<file path="config.mk">
export PLATFORM = sky130hd
export DESIGN_NAME = i2c_master_bit_engine_core_flat
export DESIGN_NICKNAME = d
export VERILOG_FILES = /design/src/design/i2cm_pkg.sv /design/src/design/i2cm_if.sv /design/src/design/i2cm_front.sv /design/src/design/i2cm_queue.sv /design/src/design/i2cm_back.sv /design/src/design/i2c_master_bit_engine_core.sv /design/src/flat_wrapper.sv
export VERILOG_INCLUDE_DIRS = /design/src /design/src/design
export SDC_FILE = /design/constraint.sdc
export NUM_CORES = 1
export LEC_CHECK = 0
export ABC_AREA = 1
export ABC_CLOCK_PERIOD_IN_PS = 6110
export CAP_MARGIN = 25
export CORE_ASPECT_RATIO = 0.5
export CORE_UTILIZATION = 60
export CTS_CLUSTER_DIAMETER = 150
export DETAILED_ROUTE_END_ITERATION = 10
export DONT_BUFFER_PORTS = 1
export PLACE_DENSITY = 0.76
export SLEW_MARGIN = 10
export SYNTH_ARGS = -nofsm -noshare
export SYNTH_HDL_FRONTEND = slang
export SYNTH_SLANG_ARGS = --single-unit
</file>
<file path="constraint.sdc">
create_clock -name clock -period 6.11 [get_ports clock]
set_clock_uncertainty 0.05 [all_clocks]
set_input_delay 1.222 -clock clock [delete_from_list [all_inputs] [get_ports clock]]
set_output_delay 1.222 -clock clock [all_outputs]
set_load 0.02 [all_outputs]
</file>
<file path="src/design/assert_macros.svh">
// Assertion macros shared by the RTL modules.
`ifndef ASSERT_MACROS_SVH
`define ASSERT_MACROS_SVH
`ifndef SYNTHESIS
`define ASSERT_PROP(lbl, clk, rst, prop) \
   lbl: assert property (@(posedge clk) disable iff (rst) prop) \
      else $error("assertion failed");
`define ASSERT_NEVER(lbl, clk, rst, cond) \
   lbl: assert property (@(posedge clk) disable iff (rst) !(cond)) \
      else $error("forbidden condition seen");
`else
`define ASSERT_PROP(lbl, clk, rst, prop)
`define ASSERT_NEVER(lbl, clk, rst, cond)
`endif
`endif

</file>
<file path="src/design/i2cm_pkg.sv">
// Shared types and constants of the I2C master bit engine.
`default_nettype none
package i2cm_pkg;

   localparam int unsigned QUEUE_DEPTH = 2;
   localparam int unsigned CSR_IDX_W   = 2;
   localparam int unsigned CSR_DATA_W  = 24;

   localparam logic [2:0] MODE_START = 3'd1;
   localparam logic [2:0] MODE_STOP  = 3'd2;
   localparam logic [2:0] MODE_WRITE = 3'd3;
   localparam logic [2:0] MODE_READ  = 3'd4;

   localparam logic [CSR_IDX_W-1:0] CSR_HOLD_TICKS  = 2'd0;
   localparam logic [CSR_IDX_W-1:0] CSR_SETUP_TICKS = 2'd1;
   localparam logic [CSR_IDX_W-1:0] CSR_ACK_TIMEOUT = 2'd2;

   localparam logic [15:0] HOLD_TICKS_RST  = 16'd4;
   localparam logic [15:0] SETUP_TICKS_RST = 16'd5;
   localparam logic [23:0] ACK_TIMEOUT_RST = 24'd250000;

   typedef enum logic [2:0] {
      CMD_TICK,
      CMD_START,
      CMD_STOP,
      CMD_WRITE,
      CMD_READ
   } cmd_type;

   typedef struct packed {
      cmd_type    cmd;
      logic [7:0] data_byte;
      logic       ack_after_read;
      logic       scl_line;
      logic       sda_line;
   } item_type;

endpackage
`default_nettype wire

</file>
<file path="src/design/i2cm_if.sv">
// Request and response channel interfaces.
`default_nettype none
interface i2cm_req_if;
   logic       valid;
   logic       ready;
   logic [2:0] mode;
   logic [7:0] data_byte;
   logic       ack_after_read;
   logic       scl_in;
   logic       sda_in;

   modport source (output valid, mode, data_byte, ack_after_read, scl_in, sda_in,
                   input ready);
   modport sink (input valid, mode, data_byte, ack_after_read, scl_in, sda_in,
                 output ready);
endinterface

interface i2cm_rsp_if;
   logic       valid;
   logic       ready;
   logic       scl_pull_low;
   logic       sda_pull_low;
   logic       busy_res;
   logic       done_res;
   logic       ack_seen;
   logic [7:0] read_byte;

   modport source (output valid, scl_pull_low, sda_pull_low, busy_res, done_res,
                   ack_seen, read_byte, input ready);
   modport sink (input valid, scl_pull_low, sda_pull_low, busy_res, done_res,
                 ack_seen, read_byte, output ready);
endinterface
`default_nettype wire

</file>
<file path="src/design/i2cm_front.sv">
// Front end: accepts request words and decodes the mode into a command.
`default_nettype none
module i2cm_front (
   i2cm_req_if.sink            req_bus,
   input  wire logic           queue_full,
   output i2cm_pkg::item_type  push_item,
   output logic                push_valid
);

   i2cm_pkg::cmd_type cmd;

   always_comb begin
      unique case (req_bus.mode)
         i2cm_pkg::MODE_START: cmd = i2cm_pkg::CMD_START;
         i2cm_pkg::MODE_STOP:  cmd = i2cm_pkg::CMD_STOP;
         i2cm_pkg::MODE_WRITE: cmd = i2cm_pkg::CMD_WRITE;
         i2cm_pkg::MODE_READ:  cmd = i2cm_pkg::CMD_READ;
         default:              cmd = i2cm_pkg::CMD_TICK;
      endcase
   end

   assign req_bus.ready            = !queue_full;
   assign push_valid               = req_bus.valid;
   assign push_item.cmd            = cmd;
   assign push_item.data_byte      = req_bus.data_byte;
   assign push_item.ack_after_read = req_bus.ack_after_read;
   assign push_item.scl_line       = req_bus.scl_in;
   assign push_item.sda_line       = req_bus.sda_in;

endmodule
`default_nettype wire

</file>
<file path="src/design/i2cm_queue.sv">
// Short command queue between front end and bit engine.
`default_nettype none
`include "assert_macros.svh"
module i2cm_queue #(
   parameter int unsigned DEPTH = i2cm_pkg::QUEUE_DEPTH
) (
   input  wire logic               clock,
   input  wire logic               reset,
   input  wire logic               push_valid,
   input  wire i2cm_pkg::item_type push_item,
   output logic                    full,
   input  wire logic               pop_ready,
   output logic                    pop_valid,
   output i2cm_pkg::item_type      pop_item
);

   localparam int unsigned PTR_W = (DEPTH > 1) ? $clog2(DEPTH) : 1;
   localparam int unsigned CNT_W = $clog2(DEPTH + 1);
   localparam logic [PTR_W-1:0] PTR_LAST = PTR_W'(DEPTH - 1);
   localparam logic [CNT_W-1:0] CNT_FULL = CNT_W'(DEPTH);

   i2cm_pkg::item_type entry_ff [DEPTH];
   logic [PTR_W-1:0] wr_ptr_ff, wr_ptr_in;
   logic [PTR_W-1:0] rd_ptr_ff, rd_ptr_in;
   logic [CNT_W-1:0] count_ff, count_in;
   logic push, pop;

   assign full      = (count_ff == CNT_FULL);
   assign pop_valid = (count_ff != '0);
   assign pop_item  = entry_ff[rd_ptr_ff];
   assign push      = push_valid && !full;
   assign pop       = pop_ready && pop_valid;

   always_comb begin
      wr_ptr_in = wr_ptr_ff;
      rd_ptr_in = rd_ptr_ff;
      count_in  = count_ff;
      if (push) begin
         wr_ptr_in = (wr_ptr_ff == PTR_LAST) ? '0 : wr_ptr_ff + 1'b1;
      end
      if (pop) begin
         rd_ptr_in = (rd_ptr_ff == PTR_LAST) ? '0 : rd_ptr_ff + 1'b1;
      end
      if (push && !pop) begin
         count_in = count_ff + 1'b1;
      end else if (pop && !push) begin
         count_in = count_ff - 1'b1;
      end
   end

   always_ff @(posedge clock) begin
      if (reset) begin
         wr_ptr_ff <= '0;
         rd_ptr_ff <= '0;
         count_ff  <= '0;
      end else begin
         wr_ptr_ff <= wr_ptr_in;
         rd_ptr_ff <= rd_ptr_in;
         count_ff  <= count_in;
      end
      if (push) begin
         entry_ff[wr_ptr_ff] <= push_item;
      end
   end

   `ASSERT_NEVER(a_queue_overfill, clock, reset, count_ff > CNT_FULL)

endmodule
`default_nettype wire

</file>
<file path="src/design/i2cm_back.sv">
// Bit engine: runs the bus state machine one queued word per cycle unless stalled.
`default_nettype none
`include "assert_macros.svh"
module i2cm_back (
   input  wire logic                              clock,
   input  wire logic                              reset,
   input  wire logic                              csr_we,
   input  wire logic [i2cm_pkg::CSR_IDX_W-1:0]    csr_index,
   input  wire logic [i2cm_pkg::CSR_DATA_W-1:0]   csr_wdata,
   input  wire logic                              pop_valid,
   input  wire i2cm_pkg::item_type                pop_item,
   output logic                                   pop_ready,
   i2cm_rsp_if.source                             rsp_bus
);

   typedef enum logic [3:0] {
      PH_IDLE, PH_ST_WAIT, PH_ST_SETUP, PH_ST_HOLD1, PH_ST_HOLD2,
      PH_SP_HOLD, PH_SP_WAIT, PH_SP_END,
      PH_W_WAIT, PH_W_LOW, PH_W_ACK, PH_W_AWAIT, PH_W_AEND,
      PH_R_WAIT, PH_R_LOW, PH_R_AWAIT
   } phase_type;

   phase_type   phase_ff, phase_in;
   logic [3:0]  bit_ff, bit_in;
   logic [7:0]  shift_ff, shift_in;
   logic [15:0] delay_ff, delay_in;
   logic [23:0] ack_wait_ff, ack_wait_in;
   logic        ack_flag_ff, ack_flag_in;
   logic        ack_choice_ff, ack_choice_in;
   logic        scl_drv_ff, scl_drv_in;
   logic        sda_drv_ff, sda_drv_in;

   logic [15:0] hold_ticks_ff, setup_ticks_ff;
   logic [23:0] ack_timeout_ff;

   logic        rsp_valid_ff, rsp_valid_in;
   logic        rsp_done_ff, rsp_ack_ff;
   logic        rsp_busy_ff;
   logic [7:0]  rsp_byte_ff;

   logic        pop, dly_exp, done_c, ack_c;
   logic [15:0] dly_next, hold_ld, setup_ld;
   logic [23:0] ack_inc, tmo;
   logic [3:0]  bit_inc;
   logic [7:0]  byte_c;

   assign pop       = pop_valid && (!rsp_valid_ff || rsp_bus.ready);
   assign pop_ready = !rsp_valid_ff || rsp_bus.ready;
   assign dly_exp   = (delay_ff <= 16'd1);
   assign dly_next  = dly_exp ? 16'd0 : delay_ff - 16'd1;
   assign hold_ld   = (hold_ticks_ff == '0) ? 16'd1 : hold_ticks_ff;
   assign setup_ld  = (setup_ticks_ff == '0) ? 16'd1 : setup_ticks_ff;
   assign tmo       = (ack_timeout_ff == '0) ? 24'd1 : ack_timeout_ff;
   assign ack_inc   = ack_wait_ff + 24'd1;
   assign bit_inc   = bit_ff + 4'd1;

   always_comb begin
      phase_in      = phase_ff;
      bit_in        = bit_ff;
      shift_in      = shift_ff;
      delay_in      = delay_ff;
      ack_wait_in   = ack_wait_ff;
      ack_flag_in   = ack_flag_ff;
      ack_choice_in = ack_choice_ff;
      scl_drv_in    = scl_drv_ff;
      sda_drv_in    = sda_drv_ff;
      done_c        = 1'b0;
      ack_c         = 1'b0;
      byte_c        = '0;
      if (pop) begin
         unique case (phase_ff)
            PH_IDLE: begin
               unique case (pop_item.cmd)
                  i2cm_pkg::CMD_START: begin
                     sda_drv_in = 1'b0;
                     scl_drv_in = 1'b0;
                     phase_in   = PH_ST_WAIT;
                  end
                  i2cm_pkg::CMD_STOP: begin
                     sda_drv_in = 1'b1;
                     delay_in   = hold_ld;
                     phase_in   = PH_SP_HOLD;
                  end
                  i2cm_pkg::CMD_WRITE: begin
                     shift_in   = pop_item.data_byte;
                     bit_in     = '0;
                     sda_drv_in = !pop_item.data_byte[7];
                     scl_drv_in = 1'b0;
                     phase_in   = PH_W_WAIT;
                  end
                  i2cm_pkg::CMD_READ: begin
                     shift_in      = '0;
                     bit_in        = '0;
                     ack_choice_in = pop_item.ack_after_read;
                     sda_drv_in    = 1'b0;
                     scl_drv_in    = 1'b0;
                     phase_in      = PH_R_WAIT;
                  end
                  default: ;
               endcase
            end
            PH_ST_WAIT: begin
               if (pop_item.scl_line) begin
                  delay_in = setup_ld;
                  phase_in = PH_ST_SETUP;
               end
            end
            PH_ST_SETUP: begin
               delay_in = dly_next;
               if (dly_exp) begin
                  sda_drv_in = 1'b1;
                  delay_in   = hold_ld;
                  phase_in   = PH_ST_HOLD1;
               end
            end
            PH_ST_HOLD1: begin
               delay_in = dly_next;
               if (dly_exp) begin
                  scl_drv_in = 1'b1;
                  delay_in   = hold_ld;
                  phase_in   = PH_ST_HOLD2;
               end
            end
            PH_ST_HOLD2: begin
               delay_in = dly_next;
               if (dly_exp) begin
                  done_c   = 1'b1;
                  phase_in = PH_IDLE;
               end
            end
            PH_SP_HOLD: begin
               delay_in = dly_next;
               if (dly_exp) begin
                  scl_drv_in = 1'b0;
                  phase_in   = PH_SP_WAIT;
               end
            end
            PH_SP_WAIT: begin
               if (pop_item.scl_line) begin
                  sda_drv_in = 1'b0;
                  delay_in   = hold_ld;
                  phase_in   = PH_SP_END;
               end
            end
            PH_SP_END: begin
               delay_in = dly_next;
               if (dly_exp) begin
                  done_c   = 1'b1;
                  phase_in = PH_IDLE;
               end
            end
            PH_W_WAIT: begin
               if (pop_item.scl_line) begin
                  scl_drv_in = 1'b1;
                  delay_in   = hold_ld;
                  phase_in   = PH_W_LOW;
               end
            end
            PH_W_LOW: begin
               delay_in = dly_next;
               if (dly_exp) begin
                  shift_in = {shift_ff[6:0], 1'b0};
                  bit_in   = bit_inc;
                  if (bit_inc >= 4'd8) begin
                     sda_drv_in  = 1'b0;
                     scl_drv_in  = 1'b0;
                     ack_wait_in = '0;
                     ack_flag_in = 1'b0;
                     phase_in    = PH_W_ACK;
                  end else begin
                     sda_drv_in = !shift_ff[6];
                     scl_drv_in = 1'b0;
                     phase_in   = PH_W_WAIT;
                  end
               end
            end
            PH_W_ACK: begin
               if (!pop_item.sda_line) begin
                  ack_flag_in = 1'b1;
                  phase_in    = PH_W_AWAIT;
               end else begin
                  ack_wait_in = ack_inc;
                  if (ack_inc >= tmo || ack_inc == '0) begin
                     ack_flag_in = 1'b0;
                     phase_in    = PH_W_AWAIT;
                  end
               end
            end
            PH_W_AWAIT: begin
               if (pop_item.scl_line) begin
                  scl_drv_in = 1'b1;
                  delay_in   = hold_ld;
                  phase_in   = PH_W_AEND;
               end
            end
            PH_W_AEND: begin
               delay_in = dly_next;
               if (dly_exp) begin
                  done_c   = 1'b1;
                  ack_c    = ack_flag_ff;
                  phase_in = PH_IDLE;
               end
            end
            PH_R_WAIT: begin
               if (pop_item.scl_line) begin
                  shift_in   = {shift_ff[6:0], pop_item.sda_line};
                  scl_drv_in = 1'b1;
                  delay_in   = hold_ld;
                  phase_in   = PH_R_LOW;
               end
            end
            PH_R_LOW: begin
               delay_in = dly_next;
               if (dly_exp) begin
                  bit_in     = bit_inc;
                  scl_drv_in = 1'b0;
                  if (bit_inc >= 4'd8) begin
                     sda_drv_in = ack_choice_ff;
                     phase_in   = PH_R_AWAIT;
                  end else begin
                     phase_in = PH_R_WAIT;
                  end
               end
            end
            PH_R_AWAIT: begin
               if (pop_item.scl_line) begin
                  scl_drv_in = 1'b1;
                  done_c     = 1'b1;
                  byte_c     = shift_ff;
                  phase_in   = PH_IDLE;
               end
            end
            default: phase_in = PH_IDLE;
         endcase
      end
      if (pop) begin
         rsp_valid_in = 1'b1;
      end else if (rsp_bus.ready) begin
         rsp_valid_in = 1'b0;
      end else begin
         rsp_valid_in = rsp_valid_ff;
      end
   end

   always_ff @(posedge clock) begin
      if (reset) begin
         phase_ff       <= PH_IDLE;
         bit_ff         <= '0;
         shift_ff       <= '0;
         delay_ff       <= '0;
         ack_wait_ff    <= '0;
         ack_flag_ff    <= 1'b0;
         ack_choice_ff  <= 1'b0;
         scl_drv_ff     <= 1'b0;
         sda_drv_ff     <= 1'b0;
         rsp_valid_ff   <= 1'b0;
         hold_ticks_ff  <= i2cm_pkg::HOLD_TICKS_RST;
         setup_ticks_ff <= i2cm_pkg::SETUP_TICKS_RST;
         ack_timeout_ff <= i2cm_pkg::ACK_TIMEOUT_RST;
      end else begin
         phase_ff      <= phase_in;
         bit_ff        <= bit_in;
         shift_ff      <= shift_in;
         delay_ff      <= delay_in;
         ack_wait_ff   <= ack_wait_in;
         ack_flag_ff   <= ack_flag_in;
         ack_choice_ff <= ack_choice_in;
         scl_drv_ff    <= scl_drv_in;
         sda_drv_ff    <= sda_drv_in;
         rsp_valid_ff  <= rsp_valid_in;
         if (csr_we) begin
            case (csr_index)
               i2cm_pkg::CSR_HOLD_TICKS:  hold_ticks_ff  <= csr_wdata[15:0];
               i2cm_pkg::CSR_SETUP_TICKS: setup_ticks_ff <= csr_wdata[15:0];
               i2cm_pkg::CSR_ACK_TIMEOUT: ack_timeout_ff <= csr_wdata[23:0];
               default: ;
            endcase
         end
      end
      if (pop) begin
         rsp_busy_ff <= (phase_in != PH_IDLE);
         rsp_done_ff <= done_c;
         rsp_ack_ff  <= ack_c;
         rsp_byte_ff <= byte_c;
      end
   end

   assign rsp_bus.valid        = rsp_valid_ff;
   assign rsp_bus.scl_pull_low = scl_drv_ff;
   assign rsp_bus.sda_pull_low = sda_drv_ff;
   assign rsp_bus.busy_res     = rsp_busy_ff;
   assign rsp_bus.done_res     = rsp_done_ff;
   assign rsp_bus.ack_seen     = rsp_ack_ff;
   assign rsp_bus.read_byte    = rsp_byte_ff;

   `ASSERT_PROP(a_done_means_idle, clock, reset, rsp_valid_ff && rsp_done_ff |-> !rsp_busy_ff)
   `ASSERT_PROP(a_ack_needs_done, clock, reset, rsp_valid_ff && rsp_ack_ff |-> rsp_done_ff)
   `ASSERT_PROP(a_byte_needs_done, clock, reset, rsp_valid_ff && !rsp_done_ff |-> rsp_byte_ff == '0)
   `ASSERT_PROP(a_stall_freezes_fsm, clock, reset, rsp_valid_ff && !rsp_bus.ready |=> $stable(phase_ff))

endmodule
`default_nettype wire

</file>
<file path="src/design/i2c_master_bit_engine_core.sv">
// I2C master bit engine: one request word per bus tick, one response word per request.
// Usage:
//   req_bus carries one word per timing tick: a mode (0 tick, 1 start, 2 stop,
//   3 write byte, 4 read byte; 5..7 act as tick), the write data, the ACK choice
//   for reads and the sampled SCL/SDA levels. Commands are taken only while idle.
//   rsp_bus returns one word per request: SCL/SDA pull-low drives, busy, a done
//   pulse, the write ACK and the read byte (both zero unless done).
//   csr_we/csr_index/csr_wdata write hold_ticks (0), setup_ticks (1) and
//   ack_timeout (2); write only while no request is in flight.
// Timing:
//   A response word is registered: an accepted request word is first written
//   into the queue, then the state machine's output register takes it when the
//   queue pops it. One word per cycle is sustained while the response port
//   accepts; the state machine advances once per word.
// Reset: state machine idle, both lines released, registers at 4, 5 and 250000,
//   queue empty.
// Stall: while the response port is held off the state machine freezes; the
//   queue takes up to QUEUE_DEPTH more words, then req_bus.ready drops.
`default_nettype none
module i2c_master_bit_engine_core #(
   parameter int unsigned QUEUE_DEPTH = i2cm_pkg::QUEUE_DEPTH
) (
   input  wire logic                              clock,
   input  wire logic                              reset,
   i2cm_req_if.sink                               req_bus,
   i2cm_rsp_if.source                             rsp_bus,
   input  wire logic                              csr_we,
   input  wire logic [i2cm_pkg::CSR_IDX_W-1:0]    csr_index,
   input  wire logic [i2cm_pkg::CSR_DATA_W-1:0]   csr_wdata
);

   i2cm_pkg::item_type push_item, pop_item;
   logic push_valid, queue_full, pop_valid, pop_ready;

   i2cm_front u_front (
      .req_bus    (req_bus),
      .queue_full (queue_full),
      .push_item  (push_item),
      .push_valid (push_valid)
   );

   i2cm_queue #(
      .DEPTH (QUEUE_DEPTH)
   ) u_queue (
      .clock      (clock),
      .reset      (reset),
      .push_valid (push_valid),
      .push_item  (push_item),
      .full       (queue_full),
      .pop_ready  (pop_ready),
      .pop_valid  (pop_valid),
      .pop_item   (pop_item)
   );

   i2cm_back u_back (
      .clock     (clock),
      .reset     (reset),
      .csr_we    (csr_we),
      .csr_index (csr_index),
      .csr_wdata (csr_wdata),
      .pop_valid (pop_valid),
      .pop_item  (pop_item),
      .pop_ready (pop_ready),
      .rsp_bus   (rsp_bus)
   );

endmodule
`default_nettype wire
</file>
<file path="src/flat_wrapper.sv">
// flat-port wrapper written by rule: the top's interface ports become plain ports
module i2c_master_bit_engine_core_flat 
#(
   parameter int unsigned QUEUE_DEPTH = i2cm_pkg::QUEUE_DEPTH
)
  (clock, reset, csr_we, csr_index, csr_wdata, req_bus_valid, req_bus_mode, req_bus_data_byte, req_bus_ack_after_read, req_bus_scl_in, req_bus_sda_in, req_bus_ready, rsp_bus_valid, rsp_bus_scl_pull_low, rsp_bus_sda_pull_low, rsp_bus_busy_res, rsp_bus_done_res, rsp_bus_ack_seen, rsp_bus_read_byte, rsp_bus_ready);
  i2cm_req_if req_bus_i ();
  i2cm_rsp_if rsp_bus_i ();
  input  wire logic clock;
  input  wire logic reset;
  input  wire logic csr_we;
  input  wire logic [i2cm_pkg::CSR_IDX_W-1:0] csr_index;
  input  wire logic [i2cm_pkg::CSR_DATA_W-1:0] csr_wdata;
  input wire logic [$bits(req_bus_i.valid)-1:0] req_bus_valid;
  input wire logic [$bits(req_bus_i.mode)-1:0] req_bus_mode;
  input wire logic [$bits(req_bus_i.data_byte)-1:0] req_bus_data_byte;
  input wire logic [$bits(req_bus_i.ack_after_read)-1:0] req_bus_ack_after_read;
  input wire logic [$bits(req_bus_i.scl_in)-1:0] req_bus_scl_in;
  input wire logic [$bits(req_bus_i.sda_in)-1:0] req_bus_sda_in;
  output wire logic [$bits(req_bus_i.ready)-1:0] req_bus_ready;
  output wire logic [$bits(rsp_bus_i.valid)-1:0] rsp_bus_valid;
  output wire logic [$bits(rsp_bus_i.scl_pull_low)-1:0] rsp_bus_scl_pull_low;
  output wire logic [$bits(rsp_bus_i.sda_pull_low)-1:0] rsp_bus_sda_pull_low;
  output wire logic [$bits(rsp_bus_i.busy_res)-1:0] rsp_bus_busy_res;
  output wire logic [$bits(rsp_bus_i.done_res)-1:0] rsp_bus_done_res;
  output wire logic [$bits(rsp_bus_i.ack_seen)-1:0] rsp_bus_ack_seen;
  output wire logic [$bits(rsp_bus_i.read_byte)-1:0] rsp_bus_read_byte;
  input wire logic [$bits(rsp_bus_i.ready)-1:0] rsp_bus_ready;
  assign req_bus_i.valid = req_bus_valid;
  assign req_bus_i.mode = req_bus_mode;
  assign req_bus_i.data_byte = req_bus_data_byte;
  assign req_bus_i.ack_after_read = req_bus_ack_after_read;
  assign req_bus_i.scl_in = req_bus_scl_in;
  assign req_bus_i.sda_in = req_bus_sda_in;
  assign req_bus_ready = req_bus_i.ready;
  assign rsp_bus_valid = rsp_bus_i.valid;
  assign rsp_bus_scl_pull_low = rsp_bus_i.scl_pull_low;
  assign rsp_bus_sda_pull_low = rsp_bus_i.sda_pull_low;
  assign rsp_bus_busy_res = rsp_bus_i.busy_res;
  assign rsp_bus_done_res = rsp_bus_i.done_res;
  assign rsp_bus_ack_seen = rsp_bus_i.ack_seen;
  assign rsp_bus_read_byte = rsp_bus_i.read_byte;
  assign rsp_bus_i.ready = rsp_bus_ready;
  i2c_master_bit_engine_core #(.QUEUE_DEPTH(QUEUE_DEPTH)) u_core (.clock(clock), .reset(reset), .req_bus(req_bus_i), .rsp_bus(rsp_bus_i), .csr_we(csr_we), .csr_index(csr_index), .csr_wdata(csr_wdata));
endmodule
</file>
==> flow_summary.toml <==
[setup_path]
crit_required_ps = 6220
path_cells = "ha_1 -> nand2_1 -> nor2_2 -> nand2_2 -> nor2_4 -> nand2_1 -> nand2_1 -> nand2_1 -> ha_1 -> inv_1 -> nor3_1 -> nand4_1 -> nor2_1 -> nand2_1 -> nand3_1 -> nor2_1 -> nand3_1 -> nand2_1 -> nand2_1 -> nand2_1 -> nand4_1"
slowest_stage = "dfxtp_1"
startpoint_type = "flip-flop"
cpPeakStageDelay_ps = 440
crit_type = "reg2reg"
critical_path.startpoint = "u_core.u_back.ack_wait_ff[0]$_SDFFE_PP0P_"
crit_top_cell = "nand2_1"
r2r_slack_ps = 2970
r2r-start = "u_core.u_back.ack_wait_ff[0]$_SDFFE_PP0P_"
crit_family = "simple AND/OR/NAND/NOR gates"
cp.arrival_ps = 3250
crit_buf_inv = 1
rr_worst_depth = 21
end_kind = "flip-flop"
cp_max_fo = 6
crit_cells = 21

[route]
wire_per_inst_um = 15.93
vias = 7849
wl_mm = 21.76
drtIter0Drc = 801
ant_nets = 0
drc = 0
drt-pass1-iter-count = 8
via_per_inst = 5.746

[logic_synthesis]
ys_seq_elements = 161
synth.distinct_cells = 54
synth.net_count = 1251
ys_top_cells_by_area = "dfxtp_1 28%, edfxtp_1 14%, nand2_1 10%"
yosysSeqAreaShare_pct = 41.66
synthFlopType = "dfxtp_1"
syn_area_per_cell_um2 = 7.369
synthArstFlopShare_pct = 0
ys_warn_count = 0
synth_top_area_cell = "dfxtp_1"
synth_area_um2 = 8673
syn_inst = 1177
synth_top_area_share_pct = 28.16
synth_edf_count = 39

[global_route]
overflow = 0
antenna_found_initial = 0
grt_max_degree = 76
grt_pass1_wl_mm = 34.73
first_global_vias = 7184
grtUsageTotal_pct = 29.83

[sta]
tightest_slew_ps = 1057
max_freq_mhz = 318.5
holdWs_ps = 415.1
rsz0062_at_grt = "false"
post-route-period-util_pct = 51.39
setup_viol = 0
drv_slew = 0
period_needed_ps = 3140
fin_tns_setup_ps = 0
slew_headroom_pct = 29.32
hold_viol = 0

[final_layout]
nets = 1236
finish.utilization_pct = 67.46
areaGrowthSynthToFinish_pct = 7.444
n_antenna_cell = 0
stdcell_area_um2 = 9319
drive_gt1_share_pct = 7.751
final_cells = 1366

[clock_tree]
cts_root_buf = "clkbuf_16"
cts-hold-fix-buffers = 0
clock-sinks = 161
htree_levels = 4
clk_path_buf_depth = 2
cts_tree = "done"
cts_setup_buffers = 0
postCtsResizedCells = 0
insertion_delay_ps = 430
clk_pin_slew_worst_paths_ps = 70
cts-buffers-inserted = 17

[floorplan]
die_w_um = 172.0
initial_core_util_pct = 62.79
boundaryPins = 60
dieHeight_um = 87.02
dieArea_um2 = 14970
rows = 30
coreArea_um2 = 13810

[placed_design]
placed_cell_area_um2 = 8741
dp_cells = 1335
place_congestion = 1.027
place_hpwl_mm = 15.61
io_buffers = 0

[hold_path]
hold_start = "u_core.u_queue.rd_ptr_ff$_SDFFE_PP0P_"
min_path_type = "reg2reg"
hold_path_depth = 1

[power_and_ir_drop]
leakagePower_nw = 3.910
powerDensity_nw_per_um2 = 437.6
irDropWorstVdd_mv = 0.3202

[job]
maxCapViolCount = 0

[run_status]
status = "completed"
## placed cells by master, fill, tap and decap left out, types with 11 or more instances in the layout
master / count
nand2_1: 241
nor2_1: 162
inv_1: 140
dfxtp_1: 122
o21ai_0: 100
a21oi_1: 90
edfxtp_1: 39
nand3_1: 38
ha_1: 29
clkbuf_16: 19
nand4_1: 17
a31oi_1: 15
nor4_1: 13
inv_2: 13
o211ai_1: 13
nand2_2: 11
## cell families (layout without fill, tap and decap cells)
family	Yosys count	after routing	synth area share, %
and+or+nand+nor	516	516	25.76
DFF	161	161	41.66
AOI/OAI and AO/OA	256	256	16.85
buffers and inverters	193	190	9.132
xor gates and xnor gates	15	15	1.515
adders and majority gates	29	29	4.184
muxes	7	7	0.8944
## layer usage
| layer | global-route usage [%] | routed length [µm] | vias up |
|---|---|---|---|
| li1 | - | - | 3868 |
| met1 | 38.82 | 9938 | 3645 |
| met2 | 50.29 | 10050 | 288 |
| met3 | 5.588 | 1378 | 48 |
| met4 | 9.815 | 395 | 0 |
| met5 | 0 | 0 | - |
## cells in the mapped netlist, types with 2 or more instances
| cell type | n |
|---|---|
| edfxtp_1 | 39 |
| inv_2 | 12 |
| o22ai_1 | 4 |
| and2_1 | 2 |
| clkbuf_1 | 25 |
| o211ai_1 | 13 |
| o21bai_1 | 3 |
| inv_1 | 141 |
| buf_2 | 6 |
| nand2_2 | 11 |
| nor2_1 | 162 |
| a41oi_1 | 3 |
| a31oi_1 | 15 |
| a22oi_1 | 2 |
| nor2_2 | 8 |
| nor2_4 | 6 |
| nor4_1 | 13 |
| dfxtp_1 | 122 |
| nand4_1 | 17 |
| buf_6 | 8 |
| nor3_1 | 6 |
| nand3_1 | 38 |
| o21ai_0 | 100 |
| xnor2_1 | 5 |
| nand3b_1 | 4 |
| o211ai_2 | 2 |
| ha_1 | 29 |
| a21oi_1 | 91 |
| a211oi_1 | 4 |
| o2111ai_1 | 4 |
| o21ai_1 | 3 |
| xor2_1 | 10 |
| nand2_1 | 241 |
| o221ai_1 | 3 |
| mux2_2 | 6 |
## where the power goes
group	total, mW	internal (mW)	switching [mW]
combinational	1.56	0.518	1.04
sequential	1.46	1.29	0.178
clock	1.05	0.586	0.466
total	4.08	2.39	1.69
## through the flow
stage | setup WS, ps | power, mW
2_1_floorplan | 3471 | 2.744
3_3_place_gp | 2876 | 2.978
5_1_grt | 2658 | 4.342
6_report | 2970 | 4.078
4_1_cts | 2975 | 4.070
3_5_place_dp | 2780 | 3.008
## worst register-to-register path, cell delays in order, from the launching register on
cell	delay (ps)
dfxtp_1	440
ha_1	220
nand2_1	90
nor2_2	180
nand2_2	120
nor2_4	150
nand2_1	60
nand2_1	50
nand2_1	130
ha_1	330
inv_1	60
nor3_1	50
nand4_1	110
nor2_1	60
nand2_1	60
nand3_1	60
nor2_1	220
nand3_1	120
nand2_1	70
nand2_1	70
nand2_1	80
nand4_1	90
## state kept, by name, indices dropped and copies added (netlist names), 8 cells and up, named ones only
register	flops
u_core.u_back.ack_timeout_ff	24
u_core.u_back.setup_ticks_ff	16
u_core.u_back.shift_ff	8
u_core.u_back.hold_ticks_ff	16
u_core.u_back.ack_wait_ff	24
u_core.u_back.delay_ff	16
u_core.u_queue.entry_ff	28
u_core.u_back.rsp_bus.read_byte	8
## path summary, 6_finish.rpt
kind                                                                 end
worst min-delay path               u_core.u_queue.rd_ptr_ff$_SDFFE_PP0P_
worst max-delay path            u_core.u_back.rsp_bus.busy_res$_DFFE_PP_
worst max register to register  u_core.u_back.rsp_bus.busy_res$_DFFE_PP_
worst min register to register     u_core.u_queue.rd_ptr_ff$_SDFFE_PP0P_
## cell type report
cell class / count / area (µm²)
Fill cell: 1161 / 4494
Multi-Input combinational cell: 823 / 4272
Sequential cell: 161 / 3613
Inverter: 154 / 578.1
Clock buffer: 20 / 489.2
Tap cell: 192 / 240.2
Clock inverter: 11 / 88.84
Timing Repair Buffer: 5 / 37.54
No activity file was read; power rests on OpenSTA's default activity.
